**config.mk**
```make
export PLATFORM = sky130hd
export DESIGN_NAME = gpng_div
export DESIGN_NICKNAME = d
export VERILOG_FILES = /design/src/design/gaussian_polar_noise_generator_macros.svh /design/src/design/gpng_pkg.sv /design/src/design/gpng_div.sv
export SDC_FILE = /design/constraint.sdc
export NUM_CORES = 2
export LEC_CHECK = 0
export BUFFER_PORTS_ARGS = -buffer_cell sky130_fd_sc_hd__buf_2
export CORE_ASPECT_RATIO = 0.8
export CORE_MARGIN = 4
export CORE_UTILIZATION = 45
export CTS_CLUSTER_DIAMETER = 150
export DETAILED_ROUTE_END_ITERATION = 10
export SLEW_MARGIN = 20
export SYNTH_ARGS = -nofsm -noshare
export SYNTH_HDL_FRONTEND = slang
export SYNTH_SLANG_ARGS = --single-unit
```
**constraint.sdc**
```tcl
create_clock -name i_clk -period 4.3 [get_ports i_clk]
set_input_delay 0.215 -clock i_clk [delete_from_list [all_inputs] [get_ports i_clk]]
set_output_delay 0.215 -clock i_clk [all_outputs]
set_load 0.01 [all_outputs]
```
**src/design/gaussian_polar_noise_generator_macros.svh**
```systemverilog
// Assertion helpers, used by gpng_out.
`ifndef GAUSSIAN_POLAR_NOISE_GENERATOR_MACROS_SVH
`define GAUSSIAN_POLAR_NOISE_GENERATOR_MACROS_SVH

// same-cycle implication, checked outside reset
`define GPNG_ASSERT_NOW(lbl, clk, rst_n, ante, cons) \
    lbl: assert property (@(posedge clk) disable iff (!(rst_n)) (ante) |-> (cons)) \
        else $error("gpng: same-cycle check failed");

// next-cycle implication, checked outside reset
`define GPNG_ASSERT_NEXT(lbl, clk, rst_n, ante, cons) \
    lbl: assert property (@(posedge clk) disable iff (!(rst_n)) (ante) |=> (cons)) \
        else $error("gpng: next-cycle check failed");

`endif

```
**src/design/gpng_pkg.sv**
```systemverilog
`default_nettype none
package gpng_pkg;

    // widest supported sum of squares (UNIFORM_BITS = 32)
    localparam int SN_MAX_W   = 62;
    localparam int EXP_W      = 6;
    localparam int M_W        = 31;   // mantissa / divider operand width
    localparam int FRAC_W     = 24;
    localparam int L_W        = 30;
    localparam int KL_W       = 31;
    localparam int LOG_STEPS  = 24;
    localparam int Q_W        = 33;   // quotient bits
    localparam int DIV_STEPS  = Q_W;
    localparam int KL_HOLD    = DIV_STEPS - LOG_STEPS - 1;
    localparam int Q_LO_W     = 16;
    localparam int Z2_W       = 31;
    localparam int SQ_IN_W    = 56;
    localparam int ROOT_W     = SQ_IN_W / 2;
    localparam int SQRT_STEPS = ROOT_W;
    localparam int REM_W      = ROOT_W + 2;
    localparam int LANE_LAT   = SQRT_STEPS + 4;
    localparam int CFG_W      = 16;
    localparam int SAMPLE_W   = 24;
    localparam int PDATA_W    = 32;
    localparam int PADDR_W    = 3;

    localparam logic [EXP_W-1:0] NORM_TOP    = EXP_W'(M_W - 1);
    localparam logic [M_W-1:0]   TWO_LN2_Q30 = 31'd1488522236;
    localparam int               KL_SHIFT    = 30;

    localparam logic signed [SAMPLE_W:0] SAMPLE_MAX = 25'sd8388607;
    localparam logic signed [SAMPLE_W:0] SAMPLE_MIN = -25'sd8388608;

    localparam logic [CFG_W-1:0] SCALE_RESET = 16'd256;

    typedef enum logic [0:0] {
        REG_MEAN  = 1'b0,
        REG_SCALE = 1'b1
    } t_reg_idx;

    typedef struct packed {
        logic neg_a;
        logic neg_b;
    } t_pair_tag;

endpackage
`default_nettype wire

```
**src/design/gpng_div.sv**
```systemverilog
`default_nettype none
module gpng_div (
    input  wire logic                     i_clk,
    input  wire logic                     i_en,
    input  wire logic [gpng_pkg::M_W-1:0] i_num,
    input  wire logic [gpng_pkg::M_W-1:0] i_den,
    output logic [gpng_pkg::Q_W-1:0]      o_q
);
    import gpng_pkg::*;

    // (num << 32) / den with num <= den: restoring, one quotient bit per stage
    logic [M_W-1:0] r_rem [DIV_STEPS];
    logic [M_W-1:0] r_d   [DIV_STEPS];
    logic [Q_W-1:0] r_q   [DIV_STEPS];

    for (genvar j = 0; j < DIV_STEPS; j++) begin : g_stg
        logic [M_W:0]   rem_in;
        logic [M_W-1:0] d_in;
        logic [Q_W-1:0] q_in;
        logic           ge;
        if (j == 0) begin : g_first
            assign rem_in = {1'b0, i_num};
            assign d_in   = i_den;
            assign q_in   = '0;
        end else begin : g_next
            assign rem_in = {r_rem[j-1], 1'b0};
            assign d_in   = r_d[j-1];
            assign q_in   = r_q[j-1];
        end
        assign ge = rem_in >= {1'b0, d_in};
        always_ff @(posedge i_clk) begin
            if (i_en) begin
                r_rem[j] <= ge ? M_W'(rem_in - {1'b0, d_in}) : M_W'(rem_in);
                r_d[j]   <= d_in;
                r_q[j]   <= {q_in[Q_W-2:0], ge};
            end
        end
    end

    assign o_q = r_q[DIV_STEPS-1];

endmodule
`default_nettype wire

```
* After elaboration in Yosys (flattened, before gate mapping)
Memory sizes are Yosys's and may differ from the RTL's.
Cells that the tools add are included.
** Storage, ports and cells
- Register bits after elaboration :: 0
- RAM bits :: 3135
- Input bits :: 64
- Output and inout port bits :: 33
- Logic and storage cells :: 104
- Memories kept :: 3
** Memories
- r_q :: depth 33, bits a word 33, read ports 33, clocked after Yosys merged registers in 0, wr ports 33, line gpng_div.sv:14 : logic [Q_W-1:0] r_q [DIV_STEPS];
- r_d :: depth 33, bits a word 31, read ports 32, clocked after Yosys merged registers in 0, wr ports 33, line gpng_div.sv:13 : logic [M_W-1:0] r_d [DIV_STEPS];
- r_rem :: depth 33, bits a word 31, read ports 32, clocked after Yosys merged registers in 0, wr ports 33, line gpng_div.sv:12 : logic [M_W-1:0] r_rem [DIV_STEPS];
** Operators by class
- $add $sub $neg :: 33
- $lt $le $gt $ge :: 33
- Mux-type cells :: 35
** Operators with widths (count)
- $ge A32 B31 Y1 :: 32
- $mux W31 :: 33
- $sub A31 B31 Y31 :: 33
- $ge A31 B31 Y1 :: 1
- $mux W1 :: 2

* Depth between registers and ports, before layout
An unclocked memory read counts as a cell.
- Depth after elaboration :: 3
- Mapped depth :: 16
- Mapped depth without buffers :: 15

* Worst setup path after synthesis
OpenSTA, ideal clock, no wires.
- Path type :: register -> register
- Start :: memory r_rem[21][0] (netlist: r_rem[0][651])
- End :: memory r_rem[22][24] (netlist: r_rem[0][706]) (data pin)
- Setup time :: 260 ps
- Arrival time :: 3484 ps
- Required time :: 4040 ps
- Setup slack :: 556 ps
- Stages on the path, launching flop included :: 14
- Path buffers :: 1
- Clock period less this slack :: 3744 ps
- Path through :: edfxtp_1 -> fa_1 -> a21o_1 -> a21oi_2 -> o21bai_1 -> a2111oi_2 -> o31ai_1 -> a221o_1 -> a31o_1 -> a41o_1 -> a21oi_1 -> o31a_2 -> buf_4 -> mux2_2
** RTL lines (line)
- start, declared :: gpng_div.sv:12

==> results.json <==
{
  "ys_seq_elements": 2545,
  "totalWireLength_mm": 325,
  "coreArea_um2": 307000,
  "crit_fanout": 3,
  "fill_cells": 26900,
  "final-seq-area_um2": 76400,
  "gp_congestion": 0.930,
  "layout_commonest_cell": "edfxtp_1",
  "yosysTopAreaCell": "edfxtp_1",
  "pin_count": 97,
  "wl_met2_mm": 150,
  "ant_nets": 0,
  "syn2layout_area_growth_pct": 11.9,
  "worstPathRequired_ns": 4.86,
  "p_leak_nw": 63.8,
  "place_ws_ns": 0.166,
  "netlist_area_um2": 139000,
  "async_reset_ff_share_pct": 0,
  "ys.flop_type": "edfxtp_1",
  "overflow": 0,
  "worst_setup_path_end_kind": "register",
  "setup_viol": 0,
  "hold_violations": 0,
  "netlist.area_leader.share_pct": 55.0,
  "first_iter_violations": 7534,
  "drv_slew": 0,
  "worst-setup-path-type": "input port to register",
  "fmax_mhz": 240,
  "gr-usage-all-layers_pct": 19.9,
  "cts_max_level": 5,
  "cp-start-kind": "input port",
  "rr_worst_depth": 15,
  "fin_crit_sh_pct": 97.0,
  "wl_met1_mm": 153,
  "fin_crit_ns": 4.17,
  "clk_latency_ns": 0.86,
  "ys_seq_area_share_pct": 55.0,
  "maxCapViolCount": 0,
  "path_clk_slew_ns": 0.06,
  "ys_types": 91,
  "finish.instance_area_um2": 156000,
  "cts_inserted_buffers": 280,
  "wl_per_cell_um": 19.6,
  "pwr_density_cell_nw_per_um2": 771,
  "r2r_slack_ns": 0.15,
  "place_area_um2": 146000,
  "regToRegEndpoint": "r_rem[0][745]",
  "cts_tree": "built",
  "dp_hpwl_mm": 244,
  "multiInputGateArea_um2": 57000,
  "vias": 91500,
  "cts_buffer_depth": 4,
  "synth_area_per_cell_um2": 11.7,
  "r2r_start": "r_d[0][713]",
  "hp-class": "input port to register",
  "grt_pass1_wl_mm": 507,
  "grt_max_degree": 135,
  "dr_wl_met3_mm": 15.4,
  "die_height_um": 505,
  "antenna_found_initial": 11,
  "die_area_um2": 318000,
  "syn-num-nets": 13000,
  "cts-root-buf": "clkbuf_16",
  "max_slew_margin_pct": 26.0,
  "min_to": "r_d[0][4]",
  "tightest_slew_ns": 1.11,
  "start_util_pct": 45.2,
  "ir_drop_uv": 409,
  "drive_gt1_share_pct": 9.59,
  "hp-start": "i_den[4]",
  "status": "completed",
  "worstPathArrival_ns": 4.73,
  "clock_sinks": 2545,
  "dieWidth_um": 629,
  "ys_top_cells_by_area": "edfxtp_1 55%, ha_1 9.2%, a21oi_1 3.7%, inv_1 3.5%, mux2_2 3.4%",
  "cts_setup_buffers": 0,
  "final_nets": 13400,
  "synth-edff-count": 2545,
  "dr.pass1.iters": 7,
  "rows": 182,
  "avgViaCountPerCell": 5.52,
  "syn_inst": 11900,
  "io_buffers": 96,
  "final_cell_mix": "2545 x edfxtp_1, 1299 x inv_1, 1034 x a21oi_1, 1022 x ha_1, 743 x nand2_1",
  "synth_warnings": 0,
  "drc_errors": 0,
  "skew_ns": 0.0476,
  "highest_layer": "met5",
  "grt_pass1_vias": 89300,
  "hold-worst-slack_ns": 0.109,
  "fin_ws_ns": 0.131,
  "hold_depth": 2
}
[state kept, by name, indices dropped and copies added, names as in the netlist]
name,flops
r_q,561
r_d,992
r_rem,992
[kinds of logic after synthesis]
family | share of synthesized area (%)
buffers and inverters | 4.22
adder cells (fa/ha/maj) | 9.66
AND/OR/NAND/NOR | 7.68
multiplexers | 3.68
AO/OA/AOI/OAI | 14.2
flip-flops | 55.0
XOR/XNOR | 5.55
[worst max-delay path, stage by stage]
cell           delay (ns)
dlygate4sd3_1        0.54
buf_2                0.13
inv_1                0.05
ha_1                 0.16
inv_1                0.06
fa_1                 0.40
a21o_1               0.19
a21oi_1              0.22
o21ai_0              0.19
o22ai_1              0.37
o21ai_0              0.29
o221ai_2             0.36
o221a_2              0.30
o221ai_1             0.15
a21oi_1              0.20
xnor2_1              0.08
mux2_2               0.26
dlygate4sd3_1        0.56
[Yosys cell counts (all sizes together) (23+ instances only)]
cell,number
a211oi,64
a21boi,41
a21o,580
a21oi,1038
a221o,23
a221oi,25
a31o,26
a31oi,99
and2,52
and3,79
and4,24
buf,62
clkbuf,182
edfxtp,2545
fa,32
ha,1022
inv,1300
mux2,446
nand2,744
nand2b,90
nand3,163
nand4,150
nor2,603
nor2b,136
nor3,108
nor4,23
o211ai,36
o21a,103
o21ai,728
o21bai,124
o31ai,60
o41ai,24
or3,34
xnor2,532
xor2,349
[stage by stage]
stage                     power (mW)  setup TNS [ns]  util (%)  cells
after detailed placement        96.1               0      47.5  16000
after global routing             129         -0.0466      50.6  16600
after global placement          95.3               0      47.5  16000
final                            120               0      50.6  16600
after CTS                        121               0      50.6  16600
after floorplan                 80.6               0         -  11900
[how the worst max path moves through the flow]
| stage | from | slack [ns] | to | depth (start not counted) |
|---|---|---|---|---|
| floorplan | r_rem[0][651] | 0.56 | r_rem[0][706] | 13 |
| global placement | r_d[0][651] | 0.20 | r_rem[0][683] | 14 |
| detailed placement | r_d[0][713] | 0.17 | r_rem[0][774] | 15 |
| CTS | r_d[0][713] | 0.13 | r_rem[0][771] | 15 |
| global route | r_d[0][651] | -0.01 | r_rem[0][706] | 14 |
| finish | i_num[0] | 0.13 | r_rem[0][30] | 18 |
[layout make-up]
type	count	share of cell area, %
flip-flops and latches	2545	49.1
well taps	4048	3.26
clock inverters	141	0.879
repair buffers	355	2.11
diodes	4	0.00644
inverters	1300	3.14
clock buffers	342	4.81
multi-input cells	7833	36.7
[power breakdown]
part | switching (mW) | internal, mW | total, mW
combinational | 30.4 | 24.5 | 54.9
sequential | 4.57 | 37.0 | 41.5
clock | 9.76 | 13.8 | 23.5
total | 44.7 | 75.3 | 120
[layer usage]
metal / vias to the layer above / GRT usage [%]
li1: 44600 / -
met1: 44200 / 28.5
met2: 2185 / 32.2
met3: 496 / 2.39
met4: 2 / 4.67
met5: - / 0
[repair_timing]
item	4_1_cts	5_1_grt
resized for setup	0	10
endpoints found under the hold margin	72	0
hold buffers	65	0
endpoints found under the setup margin	0	84
Power figures use the tool's default switching activity.
