$ cat config.mk
export PLATFORM = sky130hd
export DESIGN_NAME = gpng_out
export DESIGN_NICKNAME = d
export VERILOG_FILES = /design/src/design/gpng_pkg.sv /design/src/design/gpng_out.sv
export VERILOG_INCLUDE_DIRS = /design/src /design/src/design
export SDC_FILE = /design/constraint.sdc
export NUM_CORES = 1
export LEC_CHECK = 0
export BUFFER_PORTS_ARGS = -buffer_cell sky130_fd_sc_hd__buf_2
export CAP_MARGIN = 20
export CORE_MARGIN = 3
export CORE_UTILIZATION = 51
export DETAILED_ROUTE_END_ITERATION = 8
export GPL_ROUTABILITY_DRIVEN = 1
export PLACE_DENSITY_LB_ADDON = 0.08
export SYNTH_ARGS = -nofsm -noshare
export SYNTH_HDL_FRONTEND = slang
export SYNTH_SLANG_ARGS = --single-unit
$ cat constraint.sdc
create_clock -name i_clk -period 5.5 [get_ports i_clk]
set_input_delay 1.65 -clock i_clk [delete_from_list [all_inputs] [get_ports i_clk]]
set_output_delay 1.65 -clock i_clk [all_outputs]
set_load 0.05 [all_outputs]
$ cat src/design/gaussian_polar_noise_generator_macros.svh
// Assertion helpers, used by gpng_out.
`ifndef GAUSSIAN_POLAR_NOISE_GENERATOR_MACROS_SVH
`define GAUSSIAN_POLAR_NOISE_GENERATOR_MACROS_SVH

// same-cycle implication, checked outside reset
`define GPNG_ASSERT_NOW(lbl, clk, rst_n, ante, cons) \
    lbl: assert property (@(posedge clk) disable iff (!(rst_n)) (ante) |-> (cons)) \
        else $error("gpng: same-cycle check failed");

// next-cycle implication, checked outside reset
`define GPNG_ASSERT_NEXT(lbl, clk, rst_n, ante, cons) \
    lbl: assert property (@(posedge clk) disable iff (!(rst_n)) (ante) |=> (cons)) \
        else $error("gpng: next-cycle check failed");

`endif

$ cat src/design/gpng_pkg.sv
`default_nettype none
package gpng_pkg;

    // widest supported sum of squares (UNIFORM_BITS = 32)
    localparam int SN_MAX_W   = 62;
    localparam int EXP_W      = 6;
    localparam int M_W        = 31;   // mantissa / divider operand width
    localparam int FRAC_W     = 24;
    localparam int L_W        = 30;
    localparam int KL_W       = 31;
    localparam int LOG_STEPS  = 24;
    localparam int Q_W        = 33;   // quotient bits
    localparam int DIV_STEPS  = Q_W;
    localparam int KL_HOLD    = DIV_STEPS - LOG_STEPS - 1;
    localparam int Q_LO_W     = 16;
    localparam int Z2_W       = 31;
    localparam int SQ_IN_W    = 56;
    localparam int ROOT_W     = SQ_IN_W / 2;
    localparam int SQRT_STEPS = ROOT_W;
    localparam int REM_W      = ROOT_W + 2;
    localparam int LANE_LAT   = SQRT_STEPS + 4;
    localparam int CFG_W      = 16;
    localparam int SAMPLE_W   = 24;
    localparam int PDATA_W    = 32;
    localparam int PADDR_W    = 3;

    localparam logic [EXP_W-1:0] NORM_TOP    = EXP_W'(M_W - 1);
    localparam logic [M_W-1:0]   TWO_LN2_Q30 = 31'd1488522236;
    localparam int               KL_SHIFT    = 30;

    localparam logic signed [SAMPLE_W:0] SAMPLE_MAX = 25'sd8388607;
    localparam logic signed [SAMPLE_W:0] SAMPLE_MIN = -25'sd8388608;

    localparam logic [CFG_W-1:0] SCALE_RESET = 16'd256;

    typedef enum logic [0:0] {
        REG_MEAN  = 1'b0,
        REG_SCALE = 1'b1
    } t_reg_idx;

    typedef struct packed {
        logic neg_a;
        logic neg_b;
    } t_pair_tag;

endpackage
`default_nettype wire

$ cat src/design/gpng_out.sv
`default_nettype none
`include "gaussian_polar_noise_generator_macros.svh"
module gpng_out (
    input  wire logic                                i_clk,
    input  wire logic                                i_rst_n,
    input  wire logic                                i_pair_valid,
    input  wire logic signed [gpng_pkg::SAMPLE_W-1:0] i_sample_a,
    input  wire logic signed [gpng_pkg::SAMPLE_W-1:0] i_sample_b,
    input  wire logic                                i_ready,
    output logic                                     o_advance,
    output logic                                     o_valid,
    output logic signed [gpng_pkg::SAMPLE_W-1:0]     o_sample,
    output logic                                     o_last
);
    import gpng_pkg::*;

    logic r_valid, n_valid;
    logic r_pend, n_pend;
    logic r_last, n_last;
    logic signed [SAMPLE_W-1:0] r_sample, n_sample;
    logic signed [SAMPLE_W-1:0] r_second, n_second;
    logic can_take, take;

    // a pair enters only when the second sample has a free slot
    assign can_take  = !r_valid || (i_ready && !r_pend);
    assign take      = i_pair_valid && can_take;
    assign o_advance = !i_pair_valid || can_take;

    always_comb begin
        n_valid  = r_valid;
        n_pend   = r_pend;
        n_last   = r_last;
        n_sample = r_sample;
        n_second = r_second;
        if (take) begin
            n_valid  = 1'b1;
            n_pend   = 1'b1;
            n_last   = 1'b0;
            n_sample = i_sample_a;
            n_second = i_sample_b;
        end else if (r_valid && i_ready) begin
            if (r_pend) begin
                n_pend   = 1'b0;
                n_last   = 1'b1;
                n_sample = r_second;
            end else begin
                n_valid = 1'b0;
            end
        end
    end

    always_ff @(posedge i_clk) begin
        if (!i_rst_n) begin
            r_valid <= 1'b0;
            r_pend  <= 1'b0;
        end else begin
            r_valid <= n_valid;
            r_pend  <= n_pend;
        end
    end

    always_ff @(posedge i_clk) begin
        r_last   <= n_last;
        r_sample <= n_sample;
        r_second <= n_second;
    end

    assign o_valid  = r_valid;
    assign o_sample = r_sample;
    assign o_last   = r_last;

    `GPNG_ASSERT_NEXT(a_pair_shows_first, i_clk, i_rst_n, take, r_valid && !r_last)
    `GPNG_ASSERT_NEXT(a_second_follows, i_clk, i_rst_n, r_valid && i_ready && r_pend, r_valid && r_last)
    `GPNG_ASSERT_NOW(a_pend_with_first, i_clk, i_rst_n, r_pend, r_valid && !r_last)

endmodule
`default_nettype wire

# After elaboration in Yosys (flattened, before gate mapping)

Index checks and enable logic that the tools add are counted.

Reduce and logical (&&, ||, !) cells: 13
Equal/unequal tests: 1
Mux-type cells: 8

Operators with widths:

| operator                                              | number |
|---|---|
| two-way mux 24 bit                                    | 3 |
| AND reduction 2 bit                                   | 3 |
| two-way mux 1 bit                                     | 5 |
| nonzero test 2 bit                                    | 2 |
| logical AND 1 bit                                     | 3 |
| zero test 1 bit                                       | 3 |
| logical OR 1 bit                                      | 2 |
| inequality test 2 x 1 -> 1 bit, second input constant | 1 |

Output and inout bits: 27
Word-level logic and storage cells: 27
Bits in registers: 51

# Logic depth before layout (Yosys ltp)

Depth after elaboration: 6
Gate-level depth with buffers: 4
Mapped depth without buffers: 3

# Worst setup path before layout

OpenSTA, ideal clock, no wires.

Kind: in2out
From: in i_ready
To: out o_advance
Stages: 3
Data required time: 3.850 ns
Data arrival time: 2.197 ns
Path buffers: 0
Setup slack: 1.653 ns
Path through: nor2b_4 -> nor2_1 -> nand2_1

Word-level cells in the longest chain between the ends: 3

Ends and longest elaborated chain:

| item              | RTL line       | RTL |
|---|---|---|
| from (decl)       | gpng_out.sv:9  | `input wire logic i_ready,` |
| logical AND 1 bit | gpng_out.sv:25 | `assign can_take = !r_valid \|\| (i_ready && !r_pend);` |
| logical OR 1 bit  | gpng_out.sv:25 |  |
| logical OR 1 bit  | gpng_out.sv:27 | `assign o_advance = !i_pair_valid \|\| can_take;` |
| to (decl)         | gpng_out.sv:10 | `output logic o_advance,` |

No other way between the ends.

# Worst setup path after layout

Ends and elaborated chain as after synthesis.

==> out/metrics.yaml <==
yosysSeqAreaShare_pct: 75.8
fin_crit_ns: 3.98
core-area_sq_um: 3720
cts_resized: 0
hold_class: "reg2reg"
powerDensity_nw_per_um2: 325
min_path_cells: 1
multi_input_area_sq_um: 429
grt_overflow_total: 0
vdd_ir_drop_max_mv: 0.218
grt_max_degree: 25
dp_hpwl_microns: 2430
start_util_pct: 53.3
fin_skew_ns: 0.00692
clock_sinks: 51
filler_cell_count: 293
rsz0062_at_grt: "no"
p_leak_uw: 0.00108
syn_nets: 145
seq_area_sq_um: 1500
nNetsFinal: 230
chipHeight_microns: 68.3
cts-root-buf: "clkbuf_8"
antenna_found_initial: 0
cts_hold_buf: 0
avgSynthCellArea_sq_um: 21.3
fin_crit_sh_pct: 72.3
max_cap_viol_count: 0
path_clk_slew_ns: 0.08
crit_type: "in2out"
ff2ff_setup_slack_ns: 3.59
io_buffer_count: 78
clock_path_buffers: 2
status: "finished clean"
synthTopCellsByArea: "edfxtp_1 73%, mux2_4 14%, dfxtp_1 3.0%, mux2_2 2.8%, buf_12 2.0%"
synthCells: 93
area_growth_pct: 25.7
drtPass1Iterations: 4
r2r-end: "r_second[15]$_DFFE_PP_"
fmax_mhz: 251
crit_end: "o_advance"
synth_cell_types: 16
antenna_cells: 0
cts_buffers: 5
drcViolationCount: 0
hold_viol_final: 0
setup_viol: 0
fin_setup_tns_ns: 0
ys_ff_latch: 51
wl_microns: 3280
io_pins: 79
r2r_cells: 3
relSlewSlack_pct: 39.5
timing.hold.ws_ns: 0.467
drt.antenna.violating_nets: 0
worst-path-max-fanout: 4
post-cts-setup-buffers: 0
synth_top_area_share_pct: 72.7
cp-start-kind: "primary input"
synth.largest_area_cell: "edfxtp_1"
yosysWarningCount: 0
die_w_microns: 68.3
critPathCaptureType: "output port"
drive_above_1_share_pct: 63.7
r2r-start: "o_valid$_SDFFE_PN0P_"
vias_per_cell: 4.71
critical_path.startpoint: "i_ready"
arrival_ns: 2.33
grt_usage_pct: 15.0
clk_latency_ns: 0.29
synthesis.area_sq_um: 1980
cts_tree: "built"
die-area_sq_um: 4670
final_max_slew_viol_count: 0
grt_pass1_wl_microns: 4940
required_ns: 3.85
grt_pass1_vias: 1066
routedWlPerCell_microns: 14.5
drt-initial-drc-count: 41
place.gp.congestion: 0.754
htree_levels: 2
via_count: 1070
rows: 22
tightest_slew_ns: 0.906
==> how the worst min path moves through the flow <==
| stage | start | endpoint | slack, ns |
|---|---|---|---|
| after detailed placement | o_last$_SDFFE_PP0P_ | o_last$_SDFFE_PP0P_ | 0.45 |
| after CTS | o_last$_SDFFE_PP0P_ | o_last$_SDFFE_PP0P_ | 0.47 |
| after global routing | o_last$_SDFFE_PP0P_ | o_last$_SDFFE_PP0P_ | 0.50 |
| final | o_last$_SDFFE_PP0P_ | o_last$_SDFFE_PP0P_ | 0.47 |
| after floorplan | r_pend$_SDFFE_PN0P_ | r_pend$_SDFFE_PN0P_ | 0.48 |
| after global placement | o_last$_SDFFE_PP0P_ | o_last$_SDFFE_PP0P_ | 0.45 |
==> through the flow <==
stage / cell area [sq um] / instances / utilization (%) / total power, uW / setup WS, ns
after detailed placement: 2410 / 219 / 64.9 / 629 / 1.52
after CTS: 2490 / 227 / 67.0 / 821 / 1.51
after global routing: 2490 / 227 / 67.0 / 848 / 1.44
after global placement: 2410 / 219 / 64.9 / 623 / 1.57
final: 2490 / 227 / 67.0 / 810 / 1.52
after floorplan: 1980 / 93 / - / 588 / 1.65
==> power by group <==
group / switching (uW) / internal, uW
Combinational: 96.2 / 52.0
Clock: 106 / 86.9
Sequential: 8.16 / 461
==> registers in the layout (all words and copies together) (netlist names) <==
signal,cells
o_sample,24
r_second,24
o_last,1
o_valid,1
r_pend,1
==> layout by cell type, fill, tap and decap left out <==
| cell | n |
|---|---|
| a21bo_2 | 1 |
| a21oi_1 | 2 |
| a21oi_2 | 1 |
| buf_2 | 78 |
| buf_4 | 2 |
| clkbuf_1 | 1 |
| clkbuf_8 | 5 |
| clkinv_1 | 2 |
| dfxtp_1 | 3 |
| edfxtp_1 | 48 |
| inv_1 | 3 |
| inv_2 | 1 |
| mux2_2 | 5 |
| mux2_4 | 19 |
| nand2_1 | 2 |
| nand3_1 | 1 |
| nor2_1 | 1 |
| nor2b_4 | 1 |
| o21a_1 | 1 |
| o21ai_0 | 1 |
| o21ai_4 | 1 |
==> cells in the mapped netlist (all sizes together) <==
| library cell | instances |
|---|---|
| edfxtp | 48 |
| nand2 | 2 |
| inv | 4 |
| nor2b | 1 |
| mux2 | 24 |
| a21bo | 1 |
| nor2 | 1 |
| o21a | 1 |
| o21ai | 2 |
| a21oi | 3 |
| nand3 | 1 |
| dfxtp | 3 |
| buf | 2 |
==> cells by family (layout without fill, tap and decap cells) <==
group / Yosys count / count (layout) / share of synthesized area [%]
simple gates: 5 / 5 / 1.51
flops: 51 / 51 / 75.8
buf+inv: 6 / 92 / 2.78
compound gates: 7 / 7 / 2.71
mux: 24 / 24 / 17.2
==> final cells by class <==
class	count	share of cell area [%]
Clock buffer	6	2.91
Multi-Input combinational cell	36	17.2
Inverter	4	0.603
Clock inverter	2	0.301
Sequential cell	51	60.3
Timing Repair Buffer	80	16.3
Tap cell	48	2.41
==> per-layer routing <==
| metal | track usage, % | up-vias | share of wire, % |
|---|---|---|---|
| li1 | - | 522 | - |
| met1 | 16.4 | 501 | 37 |
| met2 | 26.5 | 43 | 55 |
| met3 | 5.25 | 4 | 6.3 |
| met4 | 5.96 | 0 | 1.2 |
| met5 | 0 | - | 0 |
==> worst max-delay path, stage by stage <==
cell     delay (ns)
buf_2          0.11
nor2b_4        0.18
nor2_1         0.08
nand2_1        0.06
buf_2          0.25
Note: power is estimated with default switching activity, not from simulation.
