$ cat config.mk
export PLATFORM = sky130hd
export DESIGN_NAME = gpng_prep
export DESIGN_NICKNAME = d
export VERILOG_FILES = /design/src/design/gaussian_polar_noise_generator_macros.svh /design/src/design/gpng_pkg.sv /design/src/design/gpng_prep.sv
export SDC_FILE = /design/constraint.sdc
export NUM_CORES = 2
export LEC_CHECK = 0
export BUFFER_PORTS_ARGS = -buffer_cell sky130_fd_sc_hd__buf_2
export CAP_MARGIN = 20
export CORE_MARGIN = 3
export CORE_UTILIZATION = 57
export CTS_CLUSTER_DIAMETER = 50
export DETAILED_ROUTE_END_ITERATION = 10
export HOLD_SLACK_MARGIN = 0.08
export PLACE_DENSITY = 0.89
export SLEW_MARGIN = 20
export SYNTH_ARGS = -nofsm -noshare
export SYNTH_HDL_FRONTEND = slang
export SYNTH_SLANG_ARGS = --single-unit
$ cat constraint.sdc
create_clock -name i_clk -period 6.4 [get_ports i_clk]
set_input_delay 0.64 -clock i_clk [delete_from_list [all_inputs] [get_ports i_clk]]
set_output_delay 0.64 -clock i_clk [all_outputs]
set_load 0.02 [all_outputs]
$ cat src/design/gaussian_polar_noise_generator_macros.svh
// Assertion helpers, used by gpng_out.
`ifndef GAUSSIAN_POLAR_NOISE_GENERATOR_MACROS_SVH
`define GAUSSIAN_POLAR_NOISE_GENERATOR_MACROS_SVH

// same-cycle implication, checked outside reset
`define GPNG_ASSERT_NOW(lbl, clk, rst_n, ante, cons) \
    lbl: assert property (@(posedge clk) disable iff (!(rst_n)) (ante) |-> (cons)) \
        else $error("gpng: same-cycle check failed");

// next-cycle implication, checked outside reset
`define GPNG_ASSERT_NEXT(lbl, clk, rst_n, ante, cons) \
    lbl: assert property (@(posedge clk) disable iff (!(rst_n)) (ante) |=> (cons)) \
        else $error("gpng: next-cycle check failed");

`endif

$ cat src/design/gpng_pkg.sv
`default_nettype none
package gpng_pkg;

    // widest supported sum of squares (UNIFORM_BITS = 32)
    localparam int SN_MAX_W   = 62;
    localparam int EXP_W      = 6;
    localparam int M_W        = 31;   // mantissa / divider operand width
    localparam int FRAC_W     = 24;
    localparam int L_W        = 30;
    localparam int KL_W       = 31;
    localparam int LOG_STEPS  = 24;
    localparam int Q_W        = 33;   // quotient bits
    localparam int DIV_STEPS  = Q_W;
    localparam int KL_HOLD    = DIV_STEPS - LOG_STEPS - 1;
    localparam int Q_LO_W     = 16;
    localparam int Z2_W       = 31;
    localparam int SQ_IN_W    = 56;
    localparam int ROOT_W     = SQ_IN_W / 2;
    localparam int SQRT_STEPS = ROOT_W;
    localparam int REM_W      = ROOT_W + 2;
    localparam int LANE_LAT   = SQRT_STEPS + 4;
    localparam int CFG_W      = 16;
    localparam int SAMPLE_W   = 24;
    localparam int PDATA_W    = 32;
    localparam int PADDR_W    = 3;

    localparam logic [EXP_W-1:0] NORM_TOP    = EXP_W'(M_W - 1);
    localparam logic [M_W-1:0]   TWO_LN2_Q30 = 31'd1488522236;
    localparam int               KL_SHIFT    = 30;

    localparam logic signed [SAMPLE_W:0] SAMPLE_MAX = 25'sd8388607;
    localparam logic signed [SAMPLE_W:0] SAMPLE_MIN = -25'sd8388608;

    localparam logic [CFG_W-1:0] SCALE_RESET = 16'd256;

    typedef enum logic [0:0] {
        REG_MEAN  = 1'b0,
        REG_SCALE = 1'b1
    } t_reg_idx;

    typedef struct packed {
        logic neg_a;
        logic neg_b;
    } t_pair_tag;

endpackage
`default_nettype wire

$ cat src/design/gpng_prep.sv
`default_nettype none
module gpng_prep #(
    parameter int UNIFORM_BITS = 16
) (
    input  wire logic                       i_clk,
    input  wire logic                       i_rst_n,
    input  wire logic                       i_en,
    input  wire logic                       i_valid,
    input  wire logic [UNIFORM_BITS-1:0]    i_first_uniform,
    input  wire logic [UNIFORM_BITS-1:0]    i_second_uniform,
    output logic                            o_valid,
    output gpng_pkg::t_pair_tag             o_tag,
    output logic [gpng_pkg::M_W-1:0]        o_m,
    output logic [gpng_pkg::EXP_W-1:0]      o_e,
    output logic [gpng_pkg::M_W-1:0]        o_num_a,
    output logic [gpng_pkg::M_W-1:0]        o_num_b,
    output logic [gpng_pkg::M_W-1:0]        o_den
);
    import gpng_pkg::*;

    localparam int W    = UNIFORM_BITS;
    localparam int SN_W = 2 * W - 2;
    localparam logic [W-1:0] HALF = {1'b1, {(W-1){1'b0}}};

    logic [4:0] r_vld;
    t_pair_tag  r_tag [5];

    logic [W-1:0]      n1_ma, n1_mb, r1_ma, r1_mb;
    logic [2*W-1:0]    n2_ca, n2_cb, r2_ca, r2_cb;
    logic [2*W-1:0]    n3_sum;
    logic              n3_ok;
    logic [SN_W-1:0]   r3_sn, r3_ca, r3_cb;
    logic [EXP_W-1:0]  n4_e, r4_e;
    logic [SN_W-1:0]   r4_sn, r4_ca, r4_cb;
    logic [SN_MAX_W-1:0] sn62, ca62, cb62;
    logic [EXP_W-1:0]  sh_r, sh_l;
    logic              big;
    logic [M_W-1:0]    n5_m, n5_a, n5_b, n5_d;
    logic [M_W-1:0]    r5_m, r5_a, r5_b, r5_d;
    logic [EXP_W-1:0]  r5_e;

    // magnitude of raw - HALF
    assign n1_ma = i_first_uniform[W-1]  ? {1'b0, i_first_uniform[W-2:0]}
                                         : HALF - i_first_uniform;
    assign n1_mb = i_second_uniform[W-1] ? {1'b0, i_second_uniform[W-2:0]}
                                         : HALF - i_second_uniform;

    assign n2_ca = r1_ma * r1_ma;
    assign n2_cb = r1_mb * r1_mb;

    // reject S == 0 and S >= 1
    assign n3_sum = r2_ca + r2_cb;
    assign n3_ok  = (n3_sum != '0) && (n3_sum[2*W-1:SN_W] == '0);

    always_comb begin
        n4_e = '0;
        for (int i = 0; i < SN_W; i++) begin
            if (r3_sn[i]) begin
                n4_e = EXP_W'(i);
            end
        end
    end

    assign sn62 = SN_MAX_W'(r4_sn);
    assign ca62 = SN_MAX_W'(r4_ca);
    assign cb62 = SN_MAX_W'(r4_cb);
    assign big  = r4_e > NORM_TOP;
    assign sh_r = r4_e - NORM_TOP;
    assign sh_l = NORM_TOP - r4_e;
    assign n5_m = big ? M_W'(sn62 >> sh_r) : M_W'(sn62 << sh_l);
    assign n5_a = big ? M_W'(ca62 >> sh_r) : M_W'(ca62);
    assign n5_b = big ? M_W'(cb62 >> sh_r) : M_W'(cb62);
    assign n5_d = big ? n5_m : M_W'(sn62);

    always_ff @(posedge i_clk) begin
        if (!i_rst_n) begin
            r_vld <= '0;
        end else if (i_en) begin
            r_vld <= {r_vld[3], r_vld[2], r_vld[1] & n3_ok, r_vld[0], i_valid};
        end
    end

    always_ff @(posedge i_clk) begin
        if (i_en) begin
            r_tag[0] <= '{neg_a: !i_first_uniform[W-1], neg_b: !i_second_uniform[W-1]};
            for (int s = 1; s < 5; s++) begin
                r_tag[s] <= r_tag[s-1];
            end
            r1_ma <= n1_ma;
            r1_mb <= n1_mb;
            r2_ca <= n2_ca;
            r2_cb <= n2_cb;
            r3_sn <= n3_sum[SN_W-1:0];
            r3_ca <= r2_ca[SN_W-1:0];
            r3_cb <= r2_cb[SN_W-1:0];
            r4_e  <= n4_e;
            r4_sn <= r3_sn;
            r4_ca <= r3_ca;
            r4_cb <= r3_cb;
            r5_m  <= n5_m;
            r5_a  <= n5_a;
            r5_b  <= n5_b;
            r5_d  <= n5_d;
            r5_e  <= r4_e;
        end
    end

    assign o_valid = r_vld[4];
    assign o_tag   = r_tag[4];
    assign o_m     = r5_m;
    assign o_e     = r5_e;
    assign o_num_a = r5_a;
    assign o_num_b = r5_b;
    assign o_den   = r5_d;

endmodule
`default_nettype wire

Word-level counts from Yosys, hierarchy flattened
Memory sizes are Yosys's and may differ from the RTL's.
Cells that the tools add are included.
{"block": "op_classes", "shifts": 4, "n_mux": 36, "n_bitwise": 1, "magnitude_cmp": 1, "mul": 2, "n_reduce_logical": 9, "add_sub_neg": 5}
{"operator": "$shr 30x6->31", "n": 3}
{"operator": "$mux 30", "n": 3}
{"operator": "$mux 5", "n": 14}
{"operator": "$mul 16x16->32", "n": 2}
{"operator": "$add 32x32->32", "n": 1}
{"operator": "$mux 4", "n": 8}
{"operator": "$reduce_bool 32->1", "n": 1}
{"operator": "$sub 16x16->16 const A", "n": 2}
{"operator": "$mux 31", "n": 1}
{"operator": "$shl 30x6->31", "n": 1}
{"operator": "$mux 15", "n": 2}
{"operator": "$reduce_or 28->1", "n": 1}
{"operator": "$reduce_or 14->1", "n": 1}
{"operator": "$mux 3", "n": 4}
{"operator": "$gt 6x5->1 const B", "n": 1}
{"operator": "$reduce_or 6->1", "n": 1}
{"operator": "$sub 5x6->6 const A", "n": 1}
{"operator": "$sub 6x5->6 const B", "n": 1}
{"operator": "$mux 1", "n": 4}
{"operator": "$logic_not 1->1", "n": 2}
{"operator": "$logic_not 2->1", "n": 1}
{"operator": "$reduce_or 2->1", "n": 1}
{"operator": "$and 1x1->1", "n": 1}
{"operator": "$logic_and 1x1->1", "n": 1}
{"block": "totals", "ff_bits": 417, "word_cells": 85, "memories": 1, "ramBits": 10}
{"name": "r_tag", "depth": 5, "word_bits": 2, "rd": 5, "rd_ports_with_merged_regs": 0, "write_ports": 5, "line_no": "gpng_prep.sv:26", "text": "t_pair_tag r_tag [5];"}

Logic depth before layout (Yosys ltp)
{"block": "logic_depth", "depth_word": 28, "mapped_depth": 26, "ltp_nobuf": 25}

Worst setup path before layout
OpenSTA, ideal clock, no wires.
{"block": "synth_path", "path_type": "flip-flop to flip-flop", "from": "register r1_ma[1]", "to": "register r2_ca[29], data pin", "path_slack_ps": -77, "path_stages_with_launch": 27, "arrival_time_ps": 6211, "setup_time_ps": 266, "t_required_ps": 6134, "period_less_slack_ps": 6477, "path_cell_list": "edfxtp_1 > clkbuf_1 > clkbuf_1 > and2_1 > fa_1 > inv_1 > fa_1 > inv_1 > fa_1 > inv_1 > fa_1 > inv_1 > fa_1 > inv_1 > fa_1 > inv_1 > ha_1 > a21o_1 > a21oi_1 > o31ai_1 > a41oi_2 > o211ai_1 > a31oi_1 > o21ai_1 > a2111oi_0 > nor3_1 > xor2_1"}
{"block": "synth_via", "elab_chain_len": 1}
{"item": "start, declared", "line_no": "gpng_prep.sv:28", "text": "logic [W-1:0] n1_ma, n1_mb, r1_ma, r1_mb;"}
{"item": "start signal, assigned", "line_no": "gpng_prep.sv:89", "text": "r1_ma <= n1_ma;"}
{"item": "$mul 16x16->32", "line_no": "gpng_prep.sv:48", "text": "assign n2_ca = r1_ma * r1_ma;"}
{"item": "via n2_ca[29]", "line_no": "gpng_prep.sv:29", "text": "logic [2*W-1:0] n2_ca, n2_cb, r2_ca, r2_cb;"}
{"item": "end signal, assigned", "line_no": "gpng_prep.sv:91", "text": "r2_ca <= n2_ca;"}
{"item": "end, declared", "line_no": "gpng_prep.sv:29"}
The timed path passes the listed nets, and every way through them passes these cells.
A chain may end at the register's enable or synchronous reset.

Final worst setup path
{"block": "layout_path", "from": "register r1_mb[10]", "to": "register r2_cb[31], data pin"}
{"block": "layout_via", "elab_chain_len": 1}
{"item": "start, declared", "line_no": "gpng_prep.sv:28"}
{"item": "start signal, assigned", "line_no": "gpng_prep.sv:90", "text": "r1_mb <= n1_mb;"}
{"item": "$mul 16x16->32", "line_no": "gpng_prep.sv:49", "text": "assign n2_cb = r1_mb * r1_mb;"}
{"item": "via n2_cb[31]", "line_no": "gpng_prep.sv:29"}
{"item": "end signal, assigned", "line_no": "gpng_prep.sv:92", "text": "r2_cb <= n2_cb;"}
{"item": "end, declared", "line_no": "gpng_prep.sv:29"}
The timed path passes the listed nets, and every way through them passes these cells.

==> impl_metrics.toml <==
[run_status]
status = "finished with violations"
violations = "setup timing"

[synth]
yosysSeqAreaShare = 0.358
syn_area_um2 = 34800
synth_enable_flop_cells = 412
netlist-cell-type-count = 80
syn_inst = 3258
synth-seq-cells = 417
syn_area_per_cell_um2 = 10.7
async_reset_ff_frac = 0
synth_warnings = 0
synth_ff_type = "edfxtp_1"

[cts]
clock_latency_ns = 0.61
numCtsBuffers = 45
cts.sinks = 417
clk_path_buf_depth = 3
clk_pin_slew_ns = 0.06
root_buffer = "clkbuf_16"
cts_max_level = 2
cts_tree = "built"

[sta]
tightestPinTransition_ns = 1.05
layout_setup_ws_ns = -0.107
rsz0062_at_grt = "true"
min_period_ns = 6.51
max_freq_mhz = 154
setup_violations = 1
drv_slew = 0
clock_skew_ns = 0.0298
finalSetupTns_ns = -0.107
period_share = 1.02
maxSlewHeadroom = 0.298
final_hold_viol_count = 0

[setup_path]
crit_family = "adder cells"
cp-start-kind = "register"
cpMostUsedCell = "fa_1"
cp_slowest_stage_delay_ns = 0.54
endpoint_kind = "register"
worst-setup-path-type = "reg -> reg"
r2r-start = "r1_mb[10]"
crit_arrival_ns = 6.84
crit_fanout = 3
worstPathRequired_ns = 6.73
critPathLaunch = "r1_mb[10]"
crit_path_top_delay_cell = "fa_1"
path_cells = "and2_4 > fa_1 > inv_2 > fa_1 > inv_1 > fa_1 > inv_2 > fa_1 > inv_2 > fa_1 > inv_2 > fa_1 > inv_2 > ha_4 > a21o_1 > a21o_1 > nand3_1 > nand2_1 > a211o_1 > a21oi_1 > o31ai_2 > a31oi_1 > o21ai_0 > xnor2_1"
crit_buf_inv = 6

[final_layout]
nFillCells = 4111
syn2layout_area_growth_pct = 11.5
drive_gt1_frac = 0.148
n_antenna_cell = 0
final_area_um2 = 38800
layout.nets = 4062
final_core_util = 0.651

[floorplan]
rows = 89
core_region_area_um2 = 59700
fp.dieW_um = 253
start_util = 0.584
die_h_um = 253
dieArea_um2 = 64100
io_pins = 169

[grt]
grt_pass1_wl_mm = 135
overflow = 0
grt_antenna_before_repair = 1
grt_max_degree = 87
grt_pass1_vias = 25500
grt_use_total = 0.265

[placement]
hpwl_mm = 63.3
placed_cell_area_um2 = 36800
gp_congestion = 0.941
port_buffers = 165
post-place-ws_ns = -0.0423

[drt]
drc = 0
ant_nets = 0
wl_mm = 87.0
first_pass_iters = 8
first_iter_violations = 2640
num_vias = 25400
avgRoutedWirePerCell_um = 20.4
vias_per_cell = 5.96

[flow_run]
maxCapViolations = 0

[hold_path]
hp-class = "in -> reg"
min-delay-start = "i_first_uniform[0]"
[layout make-up]
cell class / instances / area, um^2 / share of cell area
clock buffer: 47 / 1130 / 0.0292
timing repair buffer: 282 / 1760 / 0.0453
clock inverter: 31 / 312 / 0.00802
multi-input combinational: 2179 / 20200 / 0.520
sequential: 417 / 12500 / 0.321
tap: 773 / 967 / 0.0249
inverter: 535 / 2010 / 0.0517
[cells in the mapped netlist, types with 46 or more instances]
cell type,instances,area [um^2]
a21o_1,46,345
a21oi_1,136,681
and2_1,91,569
clkbuf_1,102,383
edfxtp_1,412,12400
fa_1,325,6510
ha_1,241,3020
inv_1,533,2000
mux2i_1,89,891
mux4_2,52,1170
nand2_1,383,1440
nor2_1,151,567
o21ai_0,147,736
xnor2_1,78,683
xor2_1,51,447
[layer usage]
layer,GRT usage,up-vias,share of wire,wire length [um]
met5,0,-,0,0
met4,0.135,0,0.060,5190
met3,0.0482,327,0.087,7540
met2,0.443,1389,0.48,42100
met1,0.333,12400,0.37,32100
li1,-,11400,-,-
[stage by stage]
stage / hold WS (ns) / instances
6_report: 0.288 / 4264
5_1_grt: 0.259 / 4264
4_1_cts: 0.253 / 4230
3_5_place_dp: 0.405 / 4149
3_3_place_gp: 0.401 / 4149
2_1_floorplan: 0.400 / 3261
[flip-flops by register name, indices dropped and copies added, names as in the netlist]
signal   count
o_den       31
o_e          5
o_m         31
o_num_a     30
o_num_b     30
r1_ma       16
r1_mb       16
r2_ca       31
r2_cb       31
r3_ca       29
r3_cb       29
r3_sn       30
r4_ca       29
r4_cb       29
r4_e         5
r4_sn       30
r_tag       10
r_vld        5
[logic make-up (layout without fill, tap and decap cells)]
group / count (synthesis) / count (layout) / share of synthesized area
AO/OA/AOI/OAI: 518 / 518 / 0.0927
XOR/XNOR: 129 / 129 / 0.0324
adder cells (fa/ha/maj): 566 / 566 / 0.273
buffers and inverters: 665 / 895 / 0.0724
flip-flops: 417 / 417 / 0.358
multiplexers: 164 / 164 / 0.0666
other: 1 / 4 / 0.000108
AND/OR/NAND/NOR: 798 / 798 / 0.105
[worst paths after layout]
path,endpoint,slack [ns],cells past startpoint
setup / recovery,r2_cb[31],-0.11,24
hold / removal,r1_ma[0],0.29,1
setup reg to reg,r2_cb[31],-0.11,24
hold reg to reg,r4_cb[26],0.41,0
[cells in the final DEF (no fill, tap or decap), types with 12 or more instances in the layout]
cell type | Yosys | layout
xnor2_1 | 78 | 76
nor2b_1 | 30 | 29
o21bai_1 | 17 | 17
fa_1 | 325 | 322
and2_1 | 91 | 85
buf_4 | 5 | 105
o22ai_1 | 17 | 17
buf_2 | 6 | 164
clkinv_1 | 1 | 13
ha_1 | 241 | 232
a21o_1 | 46 | 46
inv_2 | 1 | 15
o21ai_0 | 147 | 143
nand2_1 | 383 | 375
o211ai_1 | 12 | 12
nand2b_1 | 14 | 14
a31oi_1 | 21 | 18
inv_1 | 533 | 519
nand3_1 | 27 | 26
a21oi_1 | 136 | 131
nor2_1 | 151 | 149
xor2_1 | 51 | 50
mux2_2 | 23 | 23
and3_1 | 29 | 29
clkbuf_16 | 0 | 45
a22o_1 | 13 | 13
a211oi_1 | 28 | 27
nor3_1 | 26 | 25
o21a_1 | 12 | 12
mux4_2 | 52 | 52
mux2i_1 | 89 | 89
edfxtp_1 | 412 | 412
[what timing repair did]
action,4_1_cts,5_1_grt
setup buffers,3,34
hold endpoints to repair,0,0
resized for setup,1,87
setup endpoints to repair,2,12
pin swaps,0,59
hold buffers,0,0
Power is left out: the tool's default activity adds up to more than one toggle a clock period on the data nets, which glitch-free logic cannot reach.
